## src/rtl/sbli_pkg.sv

```systemverilog
// Shared types, codes and constants for the sorted breakpoint interpolation unit.
// No dependencies; every other file except sbli_ram imports this package.
package sbli_pkg;

   localparam int MAX_POINTS_DEF = 64;
   localparam int DATA_W         = 32;
   localparam int POINT_W        = 7;
   localparam int STATUS_W       = 2;
   localparam int OP_W           = 2;

   // request opcodes
   localparam logic [OP_W-1:0] OP_EVAL   = 2'd0;
   localparam logic [OP_W-1:0] OP_INSERT = 2'd1;
   localparam logic [OP_W-1:0] OP_REMOVE = 2'd2;
   localparam logic [OP_W-1:0] OP_CLEAR  = 2'd3;

   // response status codes
   localparam logic [STATUS_W-1:0] STAT_DONE  = 2'd0;
   localparam logic [STATUS_W-1:0] STAT_FULL  = 2'd1;
   localparam logic [STATUS_W-1:0] STAT_SHORT = 2'd2;

   // table read address select
   localparam logic [2:0] RA_MID  = 3'd0;  // search probe
   localparam logic [2:0] RA_PREV = 3'd1;  // entry below the upper index (or entry 0)
   localparam logic [2:0] RA_CUR  = 3'd2;  // upper index
   localparam logic [2:0] RA_SDN  = 3'd3;  // shift pointer minus one
   localparam logic [2:0] RA_SUP  = 3'd4;  // shift pointer plus one
   localparam logic [2:0] RA_TOP  = 3'd5;  // last held entry

   // table write address select
   localparam logic [1:0] WA_PREV = 2'd0;
   localparam logic [1:0] WA_CUR  = 2'd1;
   localparam logic [1:0] WA_SUP  = 2'd2;
   localparam logic [1:0] WA_SDN  = 2'd3;

   typedef struct packed {
      logic       load;
      logic       clr_cnt;
      logic       set_short;
      logic       set_full;
      logic       srch_rd;
      logic       srch_cmp;
      logic       rd_en;
      logic [2:0] rd_sel;
      logic       cap0;
      logic       take_v0;
      logic       prep;
      logic       mul;
      logic       div_start;
      logic       fin;
      logic       key_we;
      logic       val_we;
      logic [1:0] wa_sel;
      logic       wd_mem;
      logic       s_load_top;
      logic       s_load_i;
      logic       s_dec;
      logic       s_inc;
      logic       cnt_inc;
      logic       cnt_dec;
      logic       rsp_load;
   } cmd_type;

   typedef struct packed {
      logic [OP_W-1:0] op;
      logic            short_tbl;
      logic            full;
      logic            srch_done;
      logic            i_zero;
      logic            i_end;
      logic            match;
      logic            s_at_i;
      logic            s_at_top;
      logic            div_busy;
      logic            rsp_full;
   } stat_type;

endpackage

```

## src/rtl/sbli_ctrl.sv

```systemverilog
// Sequencing state machine: search, shift, read-out and divide steps per request.
// Depends on sbli_pkg; drives the datapath through cmd_type, reads stat_type.
module sbli_ctrl (
   input  logic                clock,
   input  logic                reset,
   input  logic                req_valid,
   output logic                req_ready,
   input  sbli_pkg::stat_type  stat,
   output sbli_pkg::cmd_type   cmd
);
   import sbli_pkg::*;

   localparam logic [3:0] S_IDLE   = 4'd0;
   localparam logic [3:0] S_DISP   = 4'd1;
   localparam logic [3:0] S_SRCH   = 4'd2;
   localparam logic [3:0] S_SCMP   = 4'd3;
   localparam logic [3:0] S_POST   = 4'd4;
   localparam logic [3:0] S_RD0    = 4'd5;
   localparam logic [3:0] S_RD1    = 4'd6;
   localparam logic [3:0] S_MUL    = 4'd7;
   localparam logic [3:0] S_DSTART = 4'd8;
   localparam logic [3:0] S_DIV    = 4'd9;
   localparam logic [3:0] S_FIN    = 4'd10;
   localparam logic [3:0] S_MATCH  = 4'd11;
   localparam logic [3:0] S_SHUP   = 4'd12;
   localparam logic [3:0] S_INS    = 4'd13;
   localparam logic [3:0] S_SHDN   = 4'd14;
   localparam logic [3:0] S_RESP   = 4'd15;

   logic [3:0] state_ff, state_in;

   always_comb begin
      cmd      = '0;
      state_in = state_ff;
      unique case (state_ff)
         S_IDLE: begin
            if (req_valid) begin
               cmd.load = 1'b1;
               state_in = S_DISP;
            end
         end
         S_DISP: begin
            priority if (stat.op == OP_CLEAR) begin
               cmd.clr_cnt = 1'b1;
               state_in    = S_RESP;
            end else if (stat.op == OP_EVAL && stat.short_tbl) begin
               cmd.set_short = 1'b1;
               state_in      = S_RESP;
            end else begin
               state_in = S_SRCH;
            end
         end
         S_SRCH: begin
            if (stat.srch_done) begin
               state_in = S_POST;
            end else begin
               cmd.srch_rd = 1'b1;
               cmd.rd_en   = 1'b1;
               cmd.rd_sel  = RA_MID;
               state_in    = S_SCMP;
            end
         end
         S_SCMP: begin
            cmd.srch_cmp = 1'b1;
            state_in     = S_SRCH;
         end
         S_POST: begin
            cmd.rd_en  = 1'b1;
            cmd.rd_sel = RA_PREV;
            state_in   = (stat.op == OP_EVAL) ? S_RD0 : S_MATCH;
         end
         S_RD0: begin
            cmd.cap0 = 1'b1;
            if (stat.i_zero || stat.i_end) begin
               // query outside the table: clamp to the end value just read
               cmd.take_v0 = 1'b1;
               state_in    = S_RESP;
            end else begin
               cmd.rd_en  = 1'b1;
               cmd.rd_sel = RA_CUR;
               state_in   = S_RD1;
            end
         end
         S_RD1: begin
            cmd.prep = 1'b1;
            state_in = S_MUL;
         end
         S_MUL: begin
            cmd.mul  = 1'b1;
            state_in = S_DSTART;
         end
         S_DSTART: begin
            cmd.div_start = 1'b1;
            state_in      = S_DIV;
         end
         S_DIV: begin
            if (!stat.div_busy) begin
               state_in = S_FIN;
            end
         end
         S_FIN: begin
            cmd.fin  = 1'b1;
            state_in = S_RESP;
         end
         S_MATCH: begin
            if (stat.op == OP_INSERT) begin
               priority if (stat.match) begin
                  cmd.val_we = 1'b1;
                  cmd.wa_sel = WA_PREV;
                  state_in   = S_RESP;
               end else if (stat.full) begin
                  cmd.set_full = 1'b1;
                  state_in     = S_RESP;
               end else if (stat.i_end) begin
                  cmd.key_we  = 1'b1;
                  cmd.val_we  = 1'b1;
                  cmd.wa_sel  = WA_CUR;
                  cmd.cnt_inc = 1'b1;
                  state_in    = S_RESP;
               end else begin
                  cmd.rd_en      = 1'b1;
                  cmd.rd_sel     = RA_TOP;
                  cmd.s_load_top = 1'b1;
                  state_in       = S_SHUP;
               end
            end else begin
               priority if (!stat.match) begin
                  state_in = S_RESP;
               end else if (stat.i_end) begin
                  cmd.cnt_dec = 1'b1;
                  state_in    = S_RESP;
               end else begin
                  cmd.rd_en    = 1'b1;
                  cmd.rd_sel   = RA_CUR;
                  cmd.s_load_i = 1'b1;
                  state_in     = S_SHDN;
               end
            end
         end
         S_SHUP: begin
            // entry s moves up by one while entry s-1 is fetched
            cmd.key_we = 1'b1;
            cmd.val_we = 1'b1;
            cmd.wa_sel = WA_SUP;
            cmd.wd_mem = 1'b1;
            if (stat.s_at_i) begin
               state_in = S_INS;
            end else begin
               cmd.rd_en  = 1'b1;
               cmd.rd_sel = RA_SDN;
               cmd.s_dec  = 1'b1;
            end
         end
         S_INS: begin
            cmd.key_we  = 1'b1;
            cmd.val_we  = 1'b1;
            cmd.wa_sel  = WA_CUR;
            cmd.cnt_inc = 1'b1;
            state_in    = S_RESP;
         end
         S_SHDN: begin
            cmd.key_we = 1'b1;
            cmd.val_we = 1'b1;
            cmd.wa_sel = WA_SDN;
            cmd.wd_mem = 1'b1;
            if (stat.s_at_top) begin
               cmd.cnt_dec = 1'b1;
               state_in    = S_RESP;
            end else begin
               cmd.rd_en  = 1'b1;
               cmd.rd_sel = RA_SUP;
               cmd.s_inc  = 1'b1;
            end
         end
         S_RESP: begin
            if (!stat.rsp_full) begin
               cmd.rsp_load = 1'b1;
               state_in     = S_IDLE;
            end
         end
         default: state_in = S_IDLE;
      endcase
   end

   always_ff @(posedge clock) begin
      if (reset) begin
         state_ff <= S_IDLE;
      end else begin
         state_ff <= state_in;
      end
   end

   assign req_ready = (state_ff == S_IDLE);

endmodule

```

## config.mk

```make
export PLATFORM = sky130hd
export DESIGN_NAME = sbli_ctrl
export DESIGN_NICKNAME = d
export VERILOG_FILES = /design/src/rtl/sbli_pkg.sv /design/src/rtl/sbli_ctrl.sv
export SDC_FILE = /design/constraint.sdc
export NUM_CORES = 1
export LEC_CHECK = 0
export BUFFER_PORTS_ARGS = -buffer_cell sky130_fd_sc_hd__buf_2
export CAP_MARGIN = 20
export CORE_MARGIN = 2
export CORE_UTILIZATION = 44
export CTS_CLUSTER_DIAMETER = 40
export DETAILED_ROUTE_END_ITERATION = 10
export PLACE_DENSITY_LB_ADDON = 0.12
export SYNTH_ARGS = -nofsm -noshare
export SYNTH_HDL_FRONTEND = slang
export SYNTH_SLANG_ARGS = --single-unit
```

## constraint.sdc

```tcl
create_clock -name clock -period 2.5 [get_ports clock]
set_clock_uncertainty 0.2 [all_clocks]
set_input_delay 0.625 -clock clock [delete_from_list [all_inputs] [get_ports clock]]
set_output_delay 0.625 -clock clock [all_outputs]
set_load 0.1 [all_outputs]
```

==> qor.csv, run 1 <==
metric,value,unit
initial_core_util,47.25,%
synth-seq-cells,4,
yosysTopAreaCellShare,9.816,%
num_rows,15,
synth_commonest_cells,"nor2_1, nand2_1, nor3_1",
error_line,"[ERROR DPL-0038] Utilization greater than 100%, impossible to legalize",
outcome,stopped before the end,
synth.area.top_cells,"dfxtp_1, nor2_1, nand2_1, nand2b_1, nor2b_1",
syn-num-nets,141,
numPortBuffers,43,
post_synth_instance_area,815.8,um^2
synth_top_area_cell,dfxtp_1,
die-height,47.06,um
ys_seq_area_share,9.816,%
synth_edf_count,0,
synth_most_common_cell,nor2_1,
synth_flop_cell,dfxtp_1,
yosysWarningCount,0,
async_flop_share,0,%
ys_types,45,
postSynthAreaPerCell,6.474,um^2
die_x,47.06,um
synthCells,126,
globalplace.congestion,0.9518,
stop_stage,detailed placement,
ios,44,
kinds of logic after synthesis:
family	synth area share (%)
XOR/XNOR	1.074
flip-flops	9.816
multiplexers	1.227
AO/OA/AOI/OAI	28.53
buffers and inverters	10.58
AND/OR/NAND/NOR	48.77
through the flow:
| step | setup slack, ns | cells |
|---|---|---|
| after floorplan | -0.7750 | 126 |
| after global placement | 0.03425 | 206 |
==> run 2, diff against run 1 <==
--- a/config.mk
+++ b/config.mk
@@ -7,11 +7,10 @@
 export LEC_CHECK = 0
 export BUFFER_PORTS_ARGS = -buffer_cell sky130_fd_sc_hd__buf_2
 export CAP_MARGIN = 20
-export CORE_MARGIN = 2
-export CORE_UTILIZATION = 44
-export CTS_CLUSTER_DIAMETER = 40
+export CORE_AREA = 2 2 63 65
 export DETAILED_ROUTE_END_ITERATION = 10
-export PLACE_DENSITY_LB_ADDON = 0.12
+export DIE_AREA = 0 0 65 67
+export PLACE_DENSITY_LB_ADDON = 0.15
 export SYNTH_ARGS = -nofsm -noshare
 export SYNTH_HDL_FRONTEND = slang
 export SYNTH_SLANG_ARGS = --single-unit
==> run 2 against run 1 <==
Net effect:
- the run now ends clean
- synthesized area is the same
- synthesized cell count is the same
==> qor.csv, run 2 <==
metric,value,unit,change
outcome,"complete, no violations",,
post_synth_instance_area,815.8,um^2,unchanged
period_needed,2.491,ns,
initial_core_util,22.62,%,-25 points
cp-start-kind,register,,
globalplace.congestion,0.8457,,-11%
die_x,65,um,+38%
die-height,67,um,+42%
area_growth,157.5,%,
wl_per_cell,14.79,um,
drtIter0Drc,43,,
cts.htree.levels,1,,
fmax,0.4014,GHz,
syn-num-nets,141,,unchanged
totalNegativeSetupSlack,0,ns,
grt_pass1_wl,5871,um,
first_pass_iters,4,,
r2r_end,state_ff[2]$_SDFFE_PP0P_,,
peakVddDrop,1129,uV,
synth_commonest_cells,"nor2_1, nand2_1, nor3_1",,
drc,0,,
grt_setup_unrepaired,true,,
worst_ep_arrival_time,1.67,ns,
hold_buffers,0,,
largest_reg_flops,4,,
final_util,58.26,%,
maxCapViolations,0,,
dieArea,0.004355,mm^2,
clock-root-buffer,clkbuf_8,,
ios,44,,unchanged
ys_types,45,,unchanged
crit_path_start,state_ff[2]$_SDFFE_PP0P_,,
synth_most_common_cell,nor2_1,,
synth_flop_cell,dfxtp_1,,
num_rows,22,,+7
synth_top_area_cell,dfxtp_1,,
setup_viol,0,,
reg_top3,state_ff: 4 flops,,
nFillCells,313,,
numPortBuffers,43,,unchanged
placed_cell_area,0.001913,mm^2,
yosysWarningCount,0,,unchanged
cts_sinks,4,,
slew_violations,0,,
synthCells,126,,unchanged
r2r_start,state_ff[1]$_SDFFE_PP0P_,,
grt_usage,16.99,%,
diodes,0,,
crit_type,register to output pin,,
antenna_left,0,,
ff2ff_path_depth,5,,
tightest_slew,0.3978,ns,
crit_path_end_kind,output pin,,
synth-seq-cells,4,,unchanged
routed_wl,3608,um,
top_register,state_ff,,
rrSetupSlack,0.58,ns,
cts.reportedPaths.clkPinSlew,0.03,ns,
finalHoldViolations,0,,
slew_headroom,73.48,%,
power,1.832,mW,
grt_pass1_vias,1205,,
synth_edf_count,0,,unchanged
mostFrequentLayoutCells,"buf_4, buf_12, buf_2, nor2_1, nand2_1",,
grt_max_degree,14,,
yosysTopAreaCellShare,9.816,%,unchanged
setup_ws,0.008981,ns,
nNetsFinal,213,,
hpwl,2914,um,
final_common_cell,buf_4,,
timing.critical_path.to,cmd[2],,
cts_buffers,3,,
crit_path_max_fanout,7,,
p_leak,0.8046,nW,
vias,1228,,
hold_class,input port to register,,
grt_overflow_total,0,,
drive_gt1_share,64.80,%,
synth.area.top_cells,"dfxtp_1, nor2_1, nand2_1, nand2b_1, nor2b_1",,
antenna_found_initial,0,,
cp.required,1.67,ns,
cp_cell_sequence,buf_4 > nand4b_1 > nor3_2 > nand2_2 > o21ai_4 > buf_12,,
clock_path_buffers,2,,
slowest_delay,0.37,ns,
tritoncts,done,,
postSynthAreaPerCell,6.474,um^2,unchanged
async_flop_share,0,%,unchanged
place_ws,-0.04303,ns,
power_density,872.1,mW/mm^2,
slowest_stage,dfxtp_4,,
worstHoldPathCells,2,,
fin_crit_sh,99.64,%,
clk_latency,0.21,ns,
ys_seq_area_share,9.816,%,unchanged
viasPerCell,5.033,,
fin_area,0.002101,mm^2,
coreArea,0.003606,mm^2,
run 2: cell counts after synthesis:
Identical to the previous run, type by type.
run 2: worst min-delay path by stage:
| stage | slack (ns) | to | startpoint |
|---|---|---|---|
| after global placement | 0.36 | state_ff[0]$_SDFFE_PP0P_ | state_ff[0]$_SDFFE_PP0P_ |
| after CTS | 0.39 | state_ff[0]$_SDFFE_PP0P_ | state_ff[0]$_SDFFE_PP0P_ |
| after detailed placement | 0.41 | state_ff[0]$_SDFFE_PP0P_ | state_ff[0]$_SDFFE_PP0P_ |
| after floorplan | 0.48 | state_ff[0]$_SDFFE_PP0P_ | state_ff[3]$_SDFFE_PP0P_ |
| after global routing | 0.45 | state_ff[2]$_SDFFE_PP0P_ | reset |
| final | 0.42 | state_ff[3]$_SDFFE_PP0P_ | reset |
run 2: kinds of logic after synthesis:
family                 synth area share [%]
multiplexers                          1.227
XOR/XNOR                              1.074
buffers and inverters                 10.58
flip-flops                            9.816
AO/OA/AOI/OAI                         28.53
AND/OR/NAND/NOR                       48.77
run 2: critical path, delay by kind of cell, from the launching register on:
family | cells | cell delay, ns
AOI/OAI and AO/OA | 1 | 0.10
DFF | 1 | 0.37
and+or+nand+nor | 3 | 0.64
buffers and inverters | 2 | 0.34
run 2: per-layer routing:
metal | global-route usage, % | wire length (um) | up-vias
met3 | 2.027 | 123 | 6
met4 | 4.521 | 56 | 0
met1 | 22.58 | 1619 | 571
met2 | 28.87 | 1809 | 44
met5 | 0 | 0 | -
li1 | - | - | 607
run 2: area by class of cell:
type / instances / area (um^2) / area share, %
clock buffer: 3 / 41.29 / 1.965
timing repair buffer: 77 / 928.4 / 44.19
inverter: 5 / 22.52 / 1.072
multi-input combinational: 107 / 953.4 / 45.38
sequential: 4 / 95.09 / 4.527
tap: 48 / 60.06 / 2.859
run 2: repair_timing:
action / in CTS / in global routing
gates resized for setup: 9 / 12
pin swaps: 3 / 5
buffers inserted: 0 / 9
endpoints found under the setup margin: 11 / 10
run 2: per-stage QoR:
step	hold slack (ns)	cells
floorplan	0.4832	126
global placement	0.3632	232
detailed placement	0.4109	232
CTS	0.3942	235
global route	0.4509	244
finish	0.4238	244
run 2: power by group:
group / leakage, nW / switching [mW] / internal (mW)
clock: 0.0216 / 0.0302 / 0.102
sequential: 0.0356 / 0.0641 / 0.103
combinational: 0.747 / 0.895 / 0.638
total: 0.805 / 0.989 / 0.843
Note: power is estimated with default switching activity, not from simulation.
